--- src/design/bsl_pkg.sv ---
package bsl_pkg;

  // Scan mode of the pending token
  typedef enum logic [1:0] {
    MODE_IDLE   = 2'd0,
    MODE_IDENT  = 2'd1,
    MODE_NUMBER = 2'd2,
    MODE_EQ     = 2'd3
  } mode_e;

  // Keyword tracker: prefix of "int" or "if" seen so far
  typedef enum logic [2:0] {
    KW_NONE = 3'd0,
    KW_I    = 3'd1,
    KW_IN   = 3'd2,
    KW_INT  = 3'd3,
    KW_IF   = 3'd4
  } kw_e;

  // Token kinds as they appear on the result channel
  typedef enum logic [3:0] {
    TK_IDENT   = 4'd0,
    TK_NUMBER  = 4'd1,
    TK_INT     = 4'd2,
    TK_IF      = 4'd3,
    TK_ASSIGN  = 4'd4,
    TK_PLUS    = 4'd5,
    TK_MINUS   = 4'd6,
    TK_EQUAL   = 4'd7,
    TK_LBRACE  = 4'd8,
    TK_RBRACE  = 4'd9,
    TK_SEMI    = 4'd10,
    TK_UNKNOWN = 4'd11,
    TK_EOF     = 4'd12
  } tok_e;

  // Result queue geometry
  localparam int unsigned QDepth = 8;
  localparam int unsigned QAw    = 3;

  // Character codes
  localparam logic [7:0] ChEq     = 8'h3D;
  localparam logic [7:0] ChPlus   = 8'h2B;
  localparam logic [7:0] ChMinus  = 8'h2D;
  localparam logic [7:0] ChLbrace = 8'h7B;
  localparam logic [7:0] ChRbrace = 8'h7D;
  localparam logic [7:0] ChSemi   = 8'h3B;
  localparam logic [7:0] ChI      = 8'h69;
  localparam logic [7:0] ChN      = 8'h6E;
  localparam logic [7:0] ChT      = 8'h74;
  localparam logic [7:0] ChF      = 8'h66;

  // One token on the result side
  typedef struct packed {
    tok_e        kind;
    logic [31:0] start;
    logic [7:0]  len;
    logic [7:0]  ch;
    logic        ovf;
    logic        last;
  } res_t;

  // Registered input item handed to the scanner
  typedef struct packed {
    logic       valid;
    logic [7:0] char_in;
    logic       eoi;
  } step_t;

  // Tokens produced by one step, in order
  typedef struct packed {
    logic [1:0] n;
    res_t       r0;
    res_t       r1;
  } push_t;

  function automatic logic is_letter(input logic [7:0] c);
    return (c >= 8'h61 && c <= 8'h7A) || (c >= 8'h41 && c <= 8'h5A);
  endfunction

  function automatic logic is_digit(input logic [7:0] c);
    return c >= 8'h30 && c <= 8'h39;
  endfunction

  function automatic logic is_space(input logic [7:0] c);
    return c == 8'h20 || (c >= 8'h09 && c <= 8'h0D);
  endfunction

endpackage

--- src/design/bsl_if.sv ---
// Source byte channel
interface bsl_in_if;
  logic       valid;
  logic       ready;
  logic [7:0] char_in;
  logic       end_of_input;

  modport source (output valid, output char_in, output end_of_input, input ready);
  modport sink   (input valid, input char_in, input end_of_input, output ready);
endinterface

// Token channel
interface bsl_out_if;
  logic        valid;
  logic        ready;
  logic [3:0]  token_kind;
  logic [31:0] start_offset;
  logic [7:0]  token_length;
  logic [7:0]  single_char;
  logic        length_overflow;
  logic        last_of_run;

  modport source (output valid, output token_kind, output start_offset,
                  output token_length, output single_char,
                  output length_overflow, output last_of_run, input ready);
  modport sink   (input valid, input token_kind, input start_offset,
                  input token_length, input single_char,
                  input length_overflow, input last_of_run, output ready);
endinterface

--- src/design/bsl_scan.sv ---
module bsl_scan #(
  parameter int unsigned MaxLexeme = 128,
  parameter int unsigned CntW      = 8
) (
  input  logic            clk_i,
  input  logic            rst_ni,
  input  bsl_pkg::step_t  step_i,
  output bsl_pkg::push_t  push_o
);

  bsl_pkg::mode_e  mode_q, mode_d;
  bsl_pkg::kw_e    kw_q, kw_d;
  logic [CntW-1:0] cnt_q, cnt_d;
  logic [31:0]     begin_q, begin_d;
  logic [31:0]     pos_q, pos_d;
  logic            ovf_q, ovf_d;

  // Scan state
  always_ff @(posedge clk_i or negedge rst_ni) begin
    if (!rst_ni) begin
      mode_q  <= bsl_pkg::MODE_IDLE;
      kw_q    <= bsl_pkg::KW_NONE;
      cnt_q   <= '0;
      begin_q <= '0;
      pos_q   <= '0;
      ovf_q   <= 1'b0;
    end else begin
      mode_q  <= mode_d;
      kw_q    <= kw_d;
      cnt_q   <= cnt_d;
      begin_q <= begin_d;
      pos_q   <= pos_d;
      ovf_q   <= ovf_d;
    end
  end

  // Classify the byte, flush the pending token and start the next one
  always_comb begin
    logic [7:0]     c;
    logic           flush_v;
    logic           start_v;
    logic           alnum;
    bsl_pkg::res_t  flush_r;
    bsl_pkg::res_t  start_r;
    bsl_pkg::res_t  eof_r;

    c     = step_i.char_in;
    alnum = bsl_pkg::is_letter(c) || bsl_pkg::is_digit(c);

    // Pending token as it would be emitted now
    flush_r       = '0;
    flush_r.start = begin_q;
    flush_v       = 1'b1;
    unique case (mode_q)
      bsl_pkg::MODE_IDENT: begin
        flush_r.kind = (kw_q == bsl_pkg::KW_INT) ? bsl_pkg::TK_INT :
                       (kw_q == bsl_pkg::KW_IF)  ? bsl_pkg::TK_IF  : bsl_pkg::TK_IDENT;
        flush_r.len  = 8'(cnt_q);
        flush_r.ovf  = ovf_q;
      end
      bsl_pkg::MODE_NUMBER: begin
        flush_r.kind = bsl_pkg::TK_NUMBER;
        flush_r.len  = 8'(cnt_q);
        flush_r.ovf  = ovf_q;
      end
      bsl_pkg::MODE_EQ: begin
        flush_r.kind = bsl_pkg::TK_ASSIGN;
        flush_r.len  = 8'd1;
        flush_r.ch   = bsl_pkg::ChEq;
      end
      default: begin
        flush_v = 1'b0;
      end
    endcase

    // Single-character token started by this byte
    start_r       = '0;
    start_r.start = pos_q;
    start_r.len   = 8'd1;
    start_r.ch    = c;
    start_v       = !bsl_pkg::is_space(c) && !alnum && (c != bsl_pkg::ChEq);
    priority case (c)
      bsl_pkg::ChPlus:   start_r.kind = bsl_pkg::TK_PLUS;
      bsl_pkg::ChMinus:  start_r.kind = bsl_pkg::TK_MINUS;
      bsl_pkg::ChLbrace: start_r.kind = bsl_pkg::TK_LBRACE;
      bsl_pkg::ChRbrace: start_r.kind = bsl_pkg::TK_RBRACE;
      bsl_pkg::ChSemi:   start_r.kind = bsl_pkg::TK_SEMI;
      default:           start_r.kind = bsl_pkg::TK_UNKNOWN;
    endcase

    eof_r       = '0;
    eof_r.kind  = bsl_pkg::TK_EOF;
    eof_r.start = pos_q;

    mode_d  = mode_q;
    kw_d    = kw_q;
    cnt_d   = cnt_q;
    begin_d = begin_q;
    pos_d   = pos_q;
    ovf_d   = ovf_q;
    push_o  = '0;

    if (step_i.valid) begin
      if (step_i.eoi) begin
        // Flush, then end of file; position holds
        mode_d = bsl_pkg::MODE_IDLE;
        kw_d   = bsl_pkg::KW_NONE;
        cnt_d  = '0;
        ovf_d  = 1'b0;
        if (flush_v) begin
          push_o.n  = 2'd2;
          push_o.r0 = flush_r;
          push_o.r1 = eof_r;
        end else begin
          push_o.n  = 2'd1;
          push_o.r0 = eof_r;
        end
      end else begin
        pos_d = pos_q + 32'd1;
        if ((mode_q == bsl_pkg::MODE_IDENT && alnum) ||
            (mode_q == bsl_pkg::MODE_NUMBER && bsl_pkg::is_digit(c))) begin
          // Extend the lexeme, saturating the count
          if (cnt_q < CntW'(MaxLexeme)) begin
            cnt_d = cnt_q + CntW'(1);
          end else begin
            ovf_d = 1'b1;
          end
          if (mode_q == bsl_pkg::MODE_IDENT) begin
            if (kw_q == bsl_pkg::KW_I && c == bsl_pkg::ChN) begin
              kw_d = bsl_pkg::KW_IN;
            end else if (kw_q == bsl_pkg::KW_I && c == bsl_pkg::ChF) begin
              kw_d = bsl_pkg::KW_IF;
            end else if (kw_q == bsl_pkg::KW_IN && c == bsl_pkg::ChT) begin
              kw_d = bsl_pkg::KW_INT;
            end else begin
              kw_d = bsl_pkg::KW_NONE;
            end
          end
        end else if (mode_q == bsl_pkg::MODE_EQ && c == bsl_pkg::ChEq) begin
          // Second equals sign closes an equality token
          push_o.n        = 2'd1;
          push_o.r0       = '0;
          push_o.r0.kind  = bsl_pkg::TK_EQUAL;
          push_o.r0.start = begin_q;
          push_o.r0.len   = 8'd2;
          mode_d = bsl_pkg::MODE_IDLE;
          kw_d   = bsl_pkg::KW_NONE;
          cnt_d  = '0;
          ovf_d  = 1'b0;
        end else begin
          // Close the pending token and scan the byte afresh
          mode_d = bsl_pkg::MODE_IDLE;
          kw_d   = bsl_pkg::KW_NONE;
          cnt_d  = '0;
          ovf_d  = 1'b0;
          if (alnum) begin
            mode_d  = bsl_pkg::is_letter(c) ? bsl_pkg::MODE_IDENT : bsl_pkg::MODE_NUMBER;
            begin_d = pos_q;
            cnt_d   = CntW'(1);
            kw_d    = (c == bsl_pkg::ChI) ? bsl_pkg::KW_I : bsl_pkg::KW_NONE;
          end else if (c == bsl_pkg::ChEq) begin
            mode_d  = bsl_pkg::MODE_EQ;
            begin_d = pos_q;
            cnt_d   = CntW'(1);
          end
          if (flush_v && start_v) begin
            push_o.n  = 2'd2;
            push_o.r0 = flush_r;
            push_o.r1 = start_r;
          end else if (flush_v) begin
            push_o.n  = 2'd1;
            push_o.r0 = flush_r;
          end else if (start_v) begin
            push_o.n  = 2'd1;
            push_o.r0 = start_r;
          end
        end
      end
    end

    // Mark the final token of this step
    if (push_o.n == 2'd2) begin
      push_o.r1.last = 1'b1;
    end else if (push_o.n == 2'd1) begin
      push_o.r0.last = 1'b1;
    end
  end

endmodule

--- src/design/bsl_fifo.sv ---
module bsl_fifo (
  input  logic                    clk_i,
  input  logic                    rst_ni,
  input  bsl_pkg::push_t          push_i,
  input  logic                    pop_i,
  output bsl_pkg::res_t           head_o,
  output logic                    valid_o,
  output logic [bsl_pkg::QAw:0]   level_o
);

  bsl_pkg::res_t                mem_q [bsl_pkg::QDepth];
  logic [bsl_pkg::QAw-1:0]      wr_q, wr_d;
  logic [bsl_pkg::QAw-1:0]      rd_q, rd_d;
  logic [bsl_pkg::QAw:0]        cnt_q, cnt_d;
  logic                         pop;

  assign valid_o = (cnt_q != '0);
  assign head_o  = mem_q[rd_q];
  assign level_o = cnt_q;
  assign pop     = pop_i && valid_o;

  // Advance pointers and occupancy
  always_comb begin
    wr_d  = wr_q + bsl_pkg::QAw'(push_i.n);
    rd_d  = rd_q + bsl_pkg::QAw'(pop);
    cnt_d = cnt_q + (bsl_pkg::QAw + 1)'(push_i.n) - (bsl_pkg::QAw + 1)'(pop);
  end

  always_ff @(posedge clk_i or negedge rst_ni) begin
    if (!rst_ni) begin
      wr_q  <= '0;
      rd_q  <= '0;
      cnt_q <= '0;
    end else begin
      wr_q  <= wr_d;
      rd_q  <= rd_d;
      cnt_q <= cnt_d;
    end
  end

  // Store up to two tokens per cycle
  always_ff @(posedge clk_i) begin
    if (push_i.n != 2'd0) begin
      mem_q[wr_q] <= push_i.r0;
    end
    if (push_i.n == 2'd2) begin
      mem_q[wr_q + bsl_pkg::QAw'(1)] <= push_i.r1;
    end
  end

endmodule

--- src/design/byte_stream_lexer_core.sv ---
// Byte stream lexer.
// in_i carries one source byte, or an end mark, per transaction; out_o
// carries tokens (kind, start offset, length, single byte, overflow flag,
// and a flag on the last token caused by one input transaction).
// A byte accepted at one clock edge is scanned in the input register stage
// and its tokens (zero, one or two) enter an eight-entry result queue at the
// next edge; the first of them is offered on out_o from then on. A byte is
// accepted in every cycle while the queue has room for the worst case of two
// tokens beyond what it holds and what the scan stage is about to add; the
// queue drains one token per cycle while out_o is ready.
// Sustained rate: one byte per cycle, bounded by the single token per cycle
// that out_o can deliver.
// Reset empties the queue and the scan stage, returns the scanner to idle and
// sets the byte position to zero. When out_o stalls, tokens wait in the queue
// and in_i drops ready once the queue is nearly full; nothing is lost.
// The end mark flushes a pending token, then gives an eof token.
module byte_stream_lexer_core #(
  parameter int unsigned MAX_LEXEME = 128
) (
  input  logic       clk_i,
  input  logic       rst_ni,
  bsl_in_if.sink     in_i,
  bsl_out_if.source  out_o
);

  localparam int unsigned CntW = $clog2(MAX_LEXEME + 1);

  bsl_pkg::step_t          step_q, step_d;
  bsl_pkg::push_t          push;
  bsl_pkg::res_t           head;
  logic [bsl_pkg::QAw:0]   level;
  logic                    in_fire;

  // Accept while the queue can take two more tokens after the scan stage
  assign in_i.ready = ({1'b0, level} + (bsl_pkg::QAw + 2)'(push.n))
                      <= (bsl_pkg::QAw + 2)'(bsl_pkg::QDepth - 2);
  assign in_fire    = in_i.valid && in_i.ready;

  always_comb begin
    step_d         = step_q;
    step_d.valid   = in_fire;
    if (in_fire) begin
      step_d.char_in = in_i.char_in;
      step_d.eoi     = in_i.end_of_input;
    end
  end

  // Input register
  always_ff @(posedge clk_i or negedge rst_ni) begin
    if (!rst_ni) begin
      step_q <= '0;
    end else begin
      step_q <= step_d;
    end
  end

  bsl_scan #(
    .MaxLexeme (MAX_LEXEME),
    .CntW      (CntW)
  ) u_scan (
    .clk_i  (clk_i),
    .rst_ni (rst_ni),
    .step_i (step_q),
    .push_o (push)
  );

  bsl_fifo u_fifo (
    .clk_i   (clk_i),
    .rst_ni  (rst_ni),
    .push_i  (push),
    .pop_i   (out_o.ready),
    .head_o  (head),
    .valid_o (out_o.valid),
    .level_o (level)
  );

  assign out_o.token_kind      = head.kind;
  assign out_o.start_offset    = head.start;
  assign out_o.token_length    = head.len;
  assign out_o.single_char     = head.ch;
  assign out_o.length_overflow = head.ovf;
  assign out_o.last_of_run     = head.last;

  // Queue never overflows
  assert property (@(posedge clk_i) disable iff (!rst_ni)
    ({1'b0, level} + (bsl_pkg::QAw + 2)'(push.n)) <= (bsl_pkg::QAw + 2)'(bsl_pkg::QDepth))
    else $error("result queue overflow");

  // An end mark always yields at least the eof token
  assert property (@(posedge clk_i) disable iff (!rst_ni)
    (step_q.valid && step_q.eoi) |-> (push.n != 2'd0))
    else $error("end mark produced no token");

  // Only the last token of a pair carries the run flag
  assert property (@(posedge clk_i) disable iff (!rst_ni)
    (push.n == 2'd2) |-> (!push.r0.last && push.r1.last))
    else $error("run flag misplaced in token pair");

  // Idle scan stage produces nothing
  assert property (@(posedge clk_i) disable iff (!rst_ni)
    !step_q.valid |-> (push.n == 2'd0))
    else $error("token produced without an input");

  // Backpressure only with tokens queued or in flight
  assert property (@(posedge clk_i) disable iff (!rst_ni)
    !in_i.ready |-> (level != '0))
    else $error("input stalled with an empty queue");

endmodule

--- src/flat_wrapper.sv ---
// flat-port wrapper written by rule: the top's interface ports become plain ports
module byte_stream_lexer_core_flat 
#(
  parameter int unsigned MAX_LEXEME = 128
)
  (clk_i, rst_ni, in_i_valid, in_i_char_in, in_i_end_of_input, in_i_ready, out_o_valid, out_o_token_kind, out_o_start_offset, out_o_token_length, out_o_single_char, out_o_length_overflow, out_o_last_of_run, out_o_ready);
  bsl_in_if in_i_i ();
  bsl_out_if out_o_i ();
  input  logic clk_i;
  input  logic rst_ni;
  input wire logic [$bits(in_i_i.valid)-1:0] in_i_valid;
  input wire logic [$bits(in_i_i.char_in)-1:0] in_i_char_in;
  input wire logic [$bits(in_i_i.end_of_input)-1:0] in_i_end_of_input;
  output wire logic [$bits(in_i_i.ready)-1:0] in_i_ready;
  output wire logic [$bits(out_o_i.valid)-1:0] out_o_valid;
  output wire logic [$bits(out_o_i.token_kind)-1:0] out_o_token_kind;
  output wire logic [$bits(out_o_i.start_offset)-1:0] out_o_start_offset;
  output wire logic [$bits(out_o_i.token_length)-1:0] out_o_token_length;
  output wire logic [$bits(out_o_i.single_char)-1:0] out_o_single_char;
  output wire logic [$bits(out_o_i.length_overflow)-1:0] out_o_length_overflow;
  output wire logic [$bits(out_o_i.last_of_run)-1:0] out_o_last_of_run;
  input wire logic [$bits(out_o_i.ready)-1:0] out_o_ready;
  assign in_i_i.valid = in_i_valid;
  assign in_i_i.char_in = in_i_char_in;
  assign in_i_i.end_of_input = in_i_end_of_input;
  assign in_i_ready = in_i_i.ready;
  assign out_o_valid = out_o_i.valid;
  assign out_o_token_kind = out_o_i.token_kind;
  assign out_o_start_offset = out_o_i.start_offset;
  assign out_o_token_length = out_o_i.token_length;
  assign out_o_single_char = out_o_i.single_char;
  assign out_o_length_overflow = out_o_i.length_overflow;
  assign out_o_last_of_run = out_o_i.last_of_run;
  assign out_o_i.ready = out_o_ready;
  byte_stream_lexer_core #(.MAX_LEXEME(MAX_LEXEME)) u_core (.clk_i(clk_i), .rst_ni(rst_ni), .in_i(in_i_i), .out_o(out_o_i));
endmodule
--- config.mk ---
export PLATFORM = sky130hd
export DESIGN_NAME = byte_stream_lexer_core_flat
export DESIGN_NICKNAME = d
export VERILOG_FILES = /design/src/design/bsl_pkg.sv /design/src/design/bsl_if.sv /design/src/design/bsl_scan.sv /design/src/design/bsl_fifo.sv /design/src/design/byte_stream_lexer_core.sv /design/src/flat_wrapper.sv
export SDC_FILE = /design/constraint.sdc
export NUM_CORES = 1
export LEC_CHECK = 0
export CAP_MARGIN = 5
export CORE_MARGIN = 3
export CORE_UTILIZATION = 35
export DETAILED_ROUTE_END_ITERATION = 6
export DONT_BUFFER_PORTS = 1
export PLACE_DENSITY_LB_ADDON = 0.12
export SLEW_MARGIN = 20
export SYNTH_ARGS = -nofsm -noshare
export SYNTH_HDL_FRONTEND = slang
export SYNTH_SLANG_ARGS = --single-unit
--- constraint.sdc ---
create_clock -name clk_i -period 6.1 [get_ports clk_i]
set_input_delay 0.305 -clock clk_i [delete_from_list [all_inputs] [get_ports clk_i]]
set_output_delay 0.305 -clock clk_i [all_outputs]
set_load 0.01 [all_outputs]
* After elaboration in Yosys (flattened, before gate mapping)
Memories as Yosys holds them, arrays and structs flattened. Cells that the tools add are included.
Word-level totals: register bits after elaboration 98, RAM bits 432, memories kept 1
Memories:
- u_core.u_fifo.mem_q | depth 8, bits a word 54, read ports 1, clocked after Yosys merged registers in 0, write ports 2, RTL line bsl_fifo.sv:11 | bsl_pkg::res_t mem_q [bsl_pkg::QDepth];
Operators by class: bitwise logic cells 3, muxes and demuxes 52, reductions and logical operators 32, $lt $le $gt $ge 10, add/subtract/negate cells 8, equal/unequal tests 25
Operators with widths (count):
- two-way mux 110 bit | 3
- two-way mux 56 bit | 4
- two-way mux 54 bit | 3
- two-way mux 32 bit | 2
- two-way mux 55 bit | 1
- equality test 8 x 7 -> 1 bit (second input constant) | 6
- equality test 8 x 6 -> 1 bit (second input constant) | 5
- adder 32 x 1 -> 32 bit (second input constant) | 1
- two-way mux 8 bit | 3
- case mux 4 bit (5 select lines) | 1
- two-way mux 1 bit | 18
- two-way mux 2 bit | 9
- greater-or-equal comparator 8 x 7 -> 1 bit (second input constant) | 2
- less-or-equal comparator 8 x 7 -> 1 bit (second input constant) | 2
- case mux 8 bit (2 select lines) | 1
- logical AND 1 bit | 15
- two-way mux 3 bit | 5
- AND reduction 2 bit | 5
- case mux 3 bit (3 select lines) | 1
- adder 8 x 1 -> 8 bit (second input constant) | 1
- greater-or-equal comparator 8 x 4 -> 1 bit (second input constant) | 1
- greater-or-equal comparator 8 x 6 -> 1 bit (second input constant) | 1
- less-or-equal comparator 8 x 4 -> 1 bit (second input constant) | 1
- less-or-equal comparator 8 x 6 -> 1 bit (second input constant) | 1
- 26 further kinds | 38

* Depth between registers and ports, before layout
depth in word-level cells 17, gate-level depth with buffers 22, mapped depth without buffers 16

* Hierarchy
From an unflattened synthesis, not the netlist that was laid out.
Second synthesis, totals: cells, all modules 1698, area, all modules 27563.9 µm²
Modules (own cells, without submodules):
- bsl_fifo | seq. area each 13222.7 µm², cells an instance 1168, area each 22127.5 µm², times used 1
- bsl_scan | seq. area each 1951.9 µm², cells an instance 496, area each 4958.5 µm², times used 1
- byte_stream_lexer_core | seq. area each 250.2 µm², cells an instance 34, area each 478.0 µm², times used 1

* Least setup slack after synthesis
No wires, ideal clock.
kind register -> register, start register u_core.step_q[4] in the netlist's numbering, end register u_core.step_q[1] in the netlist's numbering, clock period less this slack 5138 ps, buffers on the path 6, setup slack 962 ps, required time 5975 ps, stages on the path, launching flop included 21, arrival 5014 ps, cell sequence dfrtp_1 > clkbuf_1 > or4b_1 > a21oi_1 > o21ai_1 > clkbuf_1 > buf_1 > and2_1 > ha_1 > nand2_1 > nor4_4 > or2_2 > clkbuf_1 > clkbuf_1 > fa_1 > xor2_1 > a32o_1 > nor3b_1 > and2_1 > clkbuf_1 > mux2_2
On the way: cells in the longest elaborated chain, start to end 17
Ends and longest elaborated chain:
- start, declared | RTL line byte_stream_lexer_core.sv:28 | bsl_pkg::step_t step_q, step_d;
- start signal, assigned | RTL line byte_stream_lexer_core.sv:53 | step_q <= step_d;
- greater-or-equal comparator 8 x 7 -> 1 bit / less-or-equal comparator 8 x 7 -> 1 bit (equally long branches) | RTL line bsl_pkg.sv:78 | return (c >= 8'h61 && c <= 8'h7A) || (c >= 8'h41 && c <= 8'h5A);
- logical AND 1 bit | RTL line bsl_pkg.sv:78
- logical OR 1 bit | RTL line bsl_pkg.sv:78
- logical OR 1 bit | RTL line bsl_scan.sv:48 | alnum = bsl_pkg::is_letter(c) || bsl_pkg::is_digit(c);
- zero test 1 bit | RTL line bsl_scan.sv:81 | start_v = !bsl_pkg::is_space(c) && !alnum && (c != bsl_pkg::ChEq);
- logical AND 1 bit (2 in series) | RTL line bsl_scan.sv:81
- two-way mux 55 bit | RTL line bsl_scan.sv:173 | end else if (start_v) begin
- two-way mux 56 bit | RTL line bsl_scan.sv:170 | end else if (flush_v) begin
- [2 not listed]
- two-way mux 110 bit * | RTL line bsl_scan.sv:120 | if ((mode_q == bsl_pkg::MODE_IDENT && alnum) ||
- two-way mux 110 bit * | RTL line bsl_scan.sv:104 | if (step_i.eoi) begin
- two-way mux 110 bit * | RTL line bsl_scan.sv:103 | if (step_i.valid) begin
- adder 4 x 2 -> 5 bit * | RTL line byte_stream_lexer_core.sv:35 | assign in_i.ready = ({1'b0, level} + (bsl_pkg::QAw + 2)'(push.n))
- less-or-equal comparator 5 x 3 -> 1 bit * | RTL line byte_stream_lexer_core.sv:36 | <= (bsl_pkg::QAw + 2)'(bsl_pkg::QDepth - 2);
- named net in_i_ready | RTL line flat_wrapper.sv:14 | output wire logic [$bits(in_i_i.ready)-1:0] in_i_ready;
- logical AND 1 bit * | RTL line byte_stream_lexer_core.sv:37 | assign in_fire = in_i.valid && in_i.ready;
- named net u_core.in_fire | RTL line byte_stream_lexer_core.sv:32 | logic in_fire;
The timed path passes the listed nets; every way through them passes the cells marked *. A chain may end at the register's enable or synchronous reset.

* Worst setup path after layout
start register u_core.step_q[2] in the netlist's numbering, end output in_i_ready
On the way: cells in the longest elaborated chain, start to end 16
Ends and longest elaborated chain:
- greater-or-equal comparator 8 x 7 -> 1 bit / less-or-equal comparator 8 x 7 -> 1 bit (equally long branches) | RTL line bsl_pkg.sv:78
- logical AND 1 bit | RTL line bsl_pkg.sv:78
- logical OR 1 bit | RTL line bsl_pkg.sv:78
- logical OR 1 bit | RTL line bsl_scan.sv:48
- zero test 1 bit | RTL line bsl_scan.sv:81
- logical AND 1 bit (2 in series) | RTL line bsl_scan.sv:81
- two-way mux 55 bit | RTL line bsl_scan.sv:173
- two-way mux 56 bit | RTL line bsl_scan.sv:170
- two-way mux 56 bit | RTL line bsl_scan.sv:166 | if (flush_v && start_v) begin
- two-way mux 56 bit | RTL line bsl_scan.sv:139 | end else if (mode_q == bsl_pkg::MODE_EQ && c == bsl_pkg::ChEq) begin
- two-way mux 110 bit * | RTL line bsl_scan.sv:120
- two-way mux 110 bit * | RTL line bsl_scan.sv:104
- two-way mux 110 bit * | RTL line bsl_scan.sv:103
- adder 4 x 2 -> 5 bit * | RTL line byte_stream_lexer_core.sv:35
- less-or-equal comparator 5 x 3 -> 1 bit * | RTL line byte_stream_lexer_core.sv:36
- end, declared | RTL line flat_wrapper.sv:14
Every way passes the cells marked *; elsewhere a longest branch is shown, timed or not.

==> run_results.csv <==
group,metric,value,unit
clock_tree,cts_buffers,60,
grt,grt_remaining_overflow,0,
synth,yosysWarnings,0,
floorplan,dieWidth,279,um
clock_tree,ctsResizeCount,0,
clock_tree,cts_root_buffer,"sky130_fd_sc_hd__clkbuf_16",
detailed_routing,detail_route.wirelength,87.7,mm
sta,hold_violations,0,
detailed_routing,detail_route_antenna_nets,0,
detailed_routing,wl_met3,6.17,mm
critical_path,critical-path-top-delay-family,"simple AND/OR/NAND/NOR gates",
worst_hold_path,hold_class,"input port to flip-flop",
synth,ys_top_cells_by_area,"sky130_fd_sc_hd__edfxtp_1 42%, sky130_fd_sc_hd__dfrtp_1 9.4%, sky130_fd_sc_hd__mux4_2 9.3%, sky130_fd_sc_hd__o22ai_1 7.9%, sky130_fd_sc_hd__dfxtp_1 4.9%",
clock_tree,cts_buffer_depth,3,
synth,syn-instance-count,1987,
grt,antenna_found_initial,3,
placed_design,post-place-ws,0.576,ns
critical_path,critical_path.n_buffers_inverters,3,
sta,timing.fmax,191,MHz
synth,ys_dominant_reg_cell,"sky130_fd_sc_hd__edfxtp_1",
power,powerDensity,446,mW/mm2
critical_path,worst_ep_required_time,5.79,ns
critical_path,worst_path_max_delay_cell,"sky130_fd_sc_hd__dfrtp_1",
grt,grt_pass1_vias,18700,
synth,postSynthAreaPerCell,13.1,um2
critical_path,critical_path_arrival,4.92,ns
detailed_routing,drt_first_pass_iters,7,
synth,yosysMostFrequentCell,"sky130_fd_sc_hd__edfxtp_1",
grt,grt_start_max_net_pins,99,
synth,register_area_share_after_synthesis,56.7,%
critical_path,critical_path_class,"flip-flop to output pin",
sta,unrepaired_setup_endpoints_after_global_routing,"false",
critical_path,r2r_setup_slack,1.04,ns
sta,slew_headroom,26.0,%
sta,min_period_over_period,85.7,%
synth,synthArstFlopShare,18.5,%
placed_design,finalWeightedCongestion,0.773,
synth,postSynthRegisterBits,530,
power,p_leak,9.67,nW
critical_path,critical_path.reg2reg.endpoint,"u_core.step_q[5]",
critical_path,crit_chain,"nor3_2 > a221oi_1 > a21oi_4 > and2_1 > ha_1 > nand2_1 > nor4_4 > or2_2 > buf_4 > inv_1 > ha_1 > a21oi_1 > o21ai_0 > nor3b_1 > buf_4",
sta,fin_tns_setup,0,ns
detailed_routing,detail_route.wl_per_cell,30.1,um
synth,synth_top_cells_by_count,"368 x sky130_fd_sc_hd__edfxtp_1, 330 x sky130_fd_sc_hd__o22ai_1, 108 x sky130_fd_sc_hd__mux4_2",
floorplan,design.portCount,69,
clock_tree,clkLatencyLatePin,0.65,ns
finish,areaGrowthSynthToFinish,11.3,%
sta,max_slew.worst_pin.slew,1.11,ns
sta,finClkSkew,0.0388,ns
floorplan,design.core.area,0.0733,mm2
floorplan,placementRows,99,
finish,number_of_filler_instances_in_the_final_layout,7016,
placed_design,sum_of_net_half_perimeters_after_detailed_placement,47.1,mm
status,outcome,"completed",
critical_path,reg2reg_depth,16,
synth,synth_largest_area_cell,"sky130_fd_sc_hd__edfxtp_1",
detailed_routing,detail_route.vias_per_cell,6.29,
sta,worst_slack,0.873,ns
clock_tree,cts_sinks,530,
finish,layout_cells_sized_above_1,21.6,%
critical_path,path_max_fanout,35,
sta,finalCriticalPeriod,5.23,ns
synth,synth.cell_area,0.0261,mm2
synth,ys_types,69,
floorplan,die_area,0.0778,mm2
grt,first_pass_grt_wire_length,129,mm
worst_hold_path,min_path_cells,2,
clock_tree,cts_tree,"done",
worst_hold_path,hp-start,"out_o_ready",
job,timing.max_cap.violations,0,
finish,multiInputGateArea,0.0104,mm2
critical_path,worstReg2RegStart,"u_core.step_q[2]",
detailed_routing,m1WireLength,37.1,mm
placed_design,portBuffers,0,
synth,edff_count_synth,368,
detailed_routing,highest_layer,"met5",
synth,syn_nets,2025,
detailed_routing,drc_markers,0,
floorplan,die-height,279,um
finish,area.sequential,0.0148,mm2
finish,layout.nets,1934,
detailed_routing,first_iter_violations,1966,
sta,drv_slew,0,
critical_path,worst_setup_path_end_kind,"output pin",
clock_tree,path_clk_slew,0.06,ns
worst_hold_path,hold_path_end,"u_core.u_fifo.rd_q[0]",
floorplan,initial_core_util,35.5,%
clock_tree,cts_max_level,2,
grt,global_route.usage.total,22.4,%
detailed_routing,via_count,18300,
synth,synth_top_cell_area_share,42.4,%
critical_path,timing.critical_path.from_type,"flip-flop",
power,irDropWorstVdd,0.246,mV
sta,final-setup-viol-count,0,
critical_path,cpPeakStageDelay,0.57,ns
finish,finalCoreUtilization,39.6,%
detailed_routing,met2_length,42.3,mm
flip-flops by register name, summed over array words and instances, names as in the netlist, 2 cells and up:
register / flops
u_core.u_scan.kw_q: 3
u_core.u_scan.mode_q: 2
u_core.u_fifo.wr_q: 3
u_core.u_scan.cnt_q: 8
u_core.step_q: 10
u_core.u_scan.begin_q: 32
u_core.u_fifo.level_o: 4
u_core.u_scan.pos_q: 32
u_core.u_fifo.mem_q: 432
u_core.u_fifo.rd_q: 3
report_power, final:
| group | internal, W | switching (W) | total [W] |
|---|---|---|---|
| combinational | 0.00161 | 0.00302 | 0.00463 |
| sequential | 0.00430 | 0.000466 | 0.00477 |
| clock | 0.00200 | 0.00153 | 0.00353 |
| total | 0.00791 | 0.00502 | 0.0129 |
layer usage:
metal | GRT usage [%] | vias up
li1 | - | 7875
met1 | 30.6 | 9581
met2 | 37.4 | 716
met3 | 3.53 | 133
met4 | 5.89 | 2
met5 | 0 | -
placed cells by master, fill, tap and decap left out, types with 48 or more instances in the layout:
cell                        instances
sky130_fd_sc_hd__mux4_2           108
sky130_fd_sc_hd__o22ai_1          330
sky130_fd_sc_hd__clkbuf_16         61
sky130_fd_sc_hd__dfrtp_1           94
sky130_fd_sc_hd__dfxtp_1           64
sky130_fd_sc_hd__mux2_2            95
sky130_fd_sc_hd__edfxtp_1         368
sky130_fd_sc_hd__nor3_1            48
sky130_fd_sc_hd__mux2i_1           55
sky130_fd_sc_hd__nand2_1           83
logic make-up (layout without fill, tap and decap cells):
group                      Yosys count  count (layout)  share of synthesized area [%]
AOI/OAI and AO/OA                  563             563                           14.5
xor gates and xnor gates            42              42                           1.41
adders and majority gates           25              25                           1.29
buffers and inverters              239             200                           3.75
DFF                                530             530                           56.7
muxes                              258             258                           15.6
other                                0               2                              0
and+or+nand+nor                    330             330                           6.73
layout make-up:
class	instances	share of cell area, %
antenna	2	0.0173
clock buffer	88	5.83
clock inverter	26	0.699
inverter	24	0.311
multi-input combinational	1218	35.9
sequential	530	51.0
tap	959	4.14
timing repair buffer	62	2.15
repair_timing:
action                     CTS  global route
hold endpoints to repair   107             0
buffers inserted             0             3
hold buffers                11             0
setup endpoints to repair    0             1
worst max-delay path by stage:
stage                     startpoint          endpoint  slack [ns]  cells after the start
global route        u_core.step_q[2]        in_i_ready        0.44                     15
CTS                 u_core.step_q[5]        in_i_ready        0.35                     15
detailed placement  u_core.step_q[5]  u_core.step_q[5]        0.58                     16
finish              u_core.step_q[2]        in_i_ready        0.87                     15
floorplan           u_core.step_q[4]  u_core.step_q[1]        0.96                     20
global placement    u_core.step_q[5]  u_core.step_q[1]        0.68                     16
worst reg2reg max path, stage by stage, from the launching register on:
cell and delay [ns]:
sky130_fd_sc_hd__dfrtp_1 0.57, sky130_fd_sc_hd__nor3_2 0.39, sky130_fd_sc_hd__a221oi_1 0.23, sky130_fd_sc_hd__a21oi_4 0.16, sky130_fd_sc_hd__and2_1 0.14, sky130_fd_sc_hd__ha_1 0.26, sky130_fd_sc_hd__nand2_1 0.12, sky130_fd_sc_hd__nor4_4 0.38
sky130_fd_sc_hd__or2_2 0.18, sky130_fd_sc_hd__buf_4 0.51, sky130_fd_sc_hd__inv_1 0.24, sky130_fd_sc_hd__ha_1 0.41, sky130_fd_sc_hd__a21oi_1 0.10, sky130_fd_sc_hd__o21ai_0 0.13, sky130_fd_sc_hd__nor3b_1 0.29, sky130_fd_sc_hd__and2_1 0.44
sky130_fd_sc_hd__mux2_2 0.39
stage by stage:
step	instances	total power [W]	hold slack, ns	cell area (um2)
final	2909	0.0129	0.0156	29000
after global routing	2908	0.0135	0.0430	29000
after CTS	2904	0.0130	0.00696	29000
after detailed placement	2779	0.00948	0.0176	26900
after global placement	2779	0.00943	0.0172	26900
after floorplan	1987	0.00779	0.00941	26100
No activity file was read; power rests on OpenSTA's default activity.
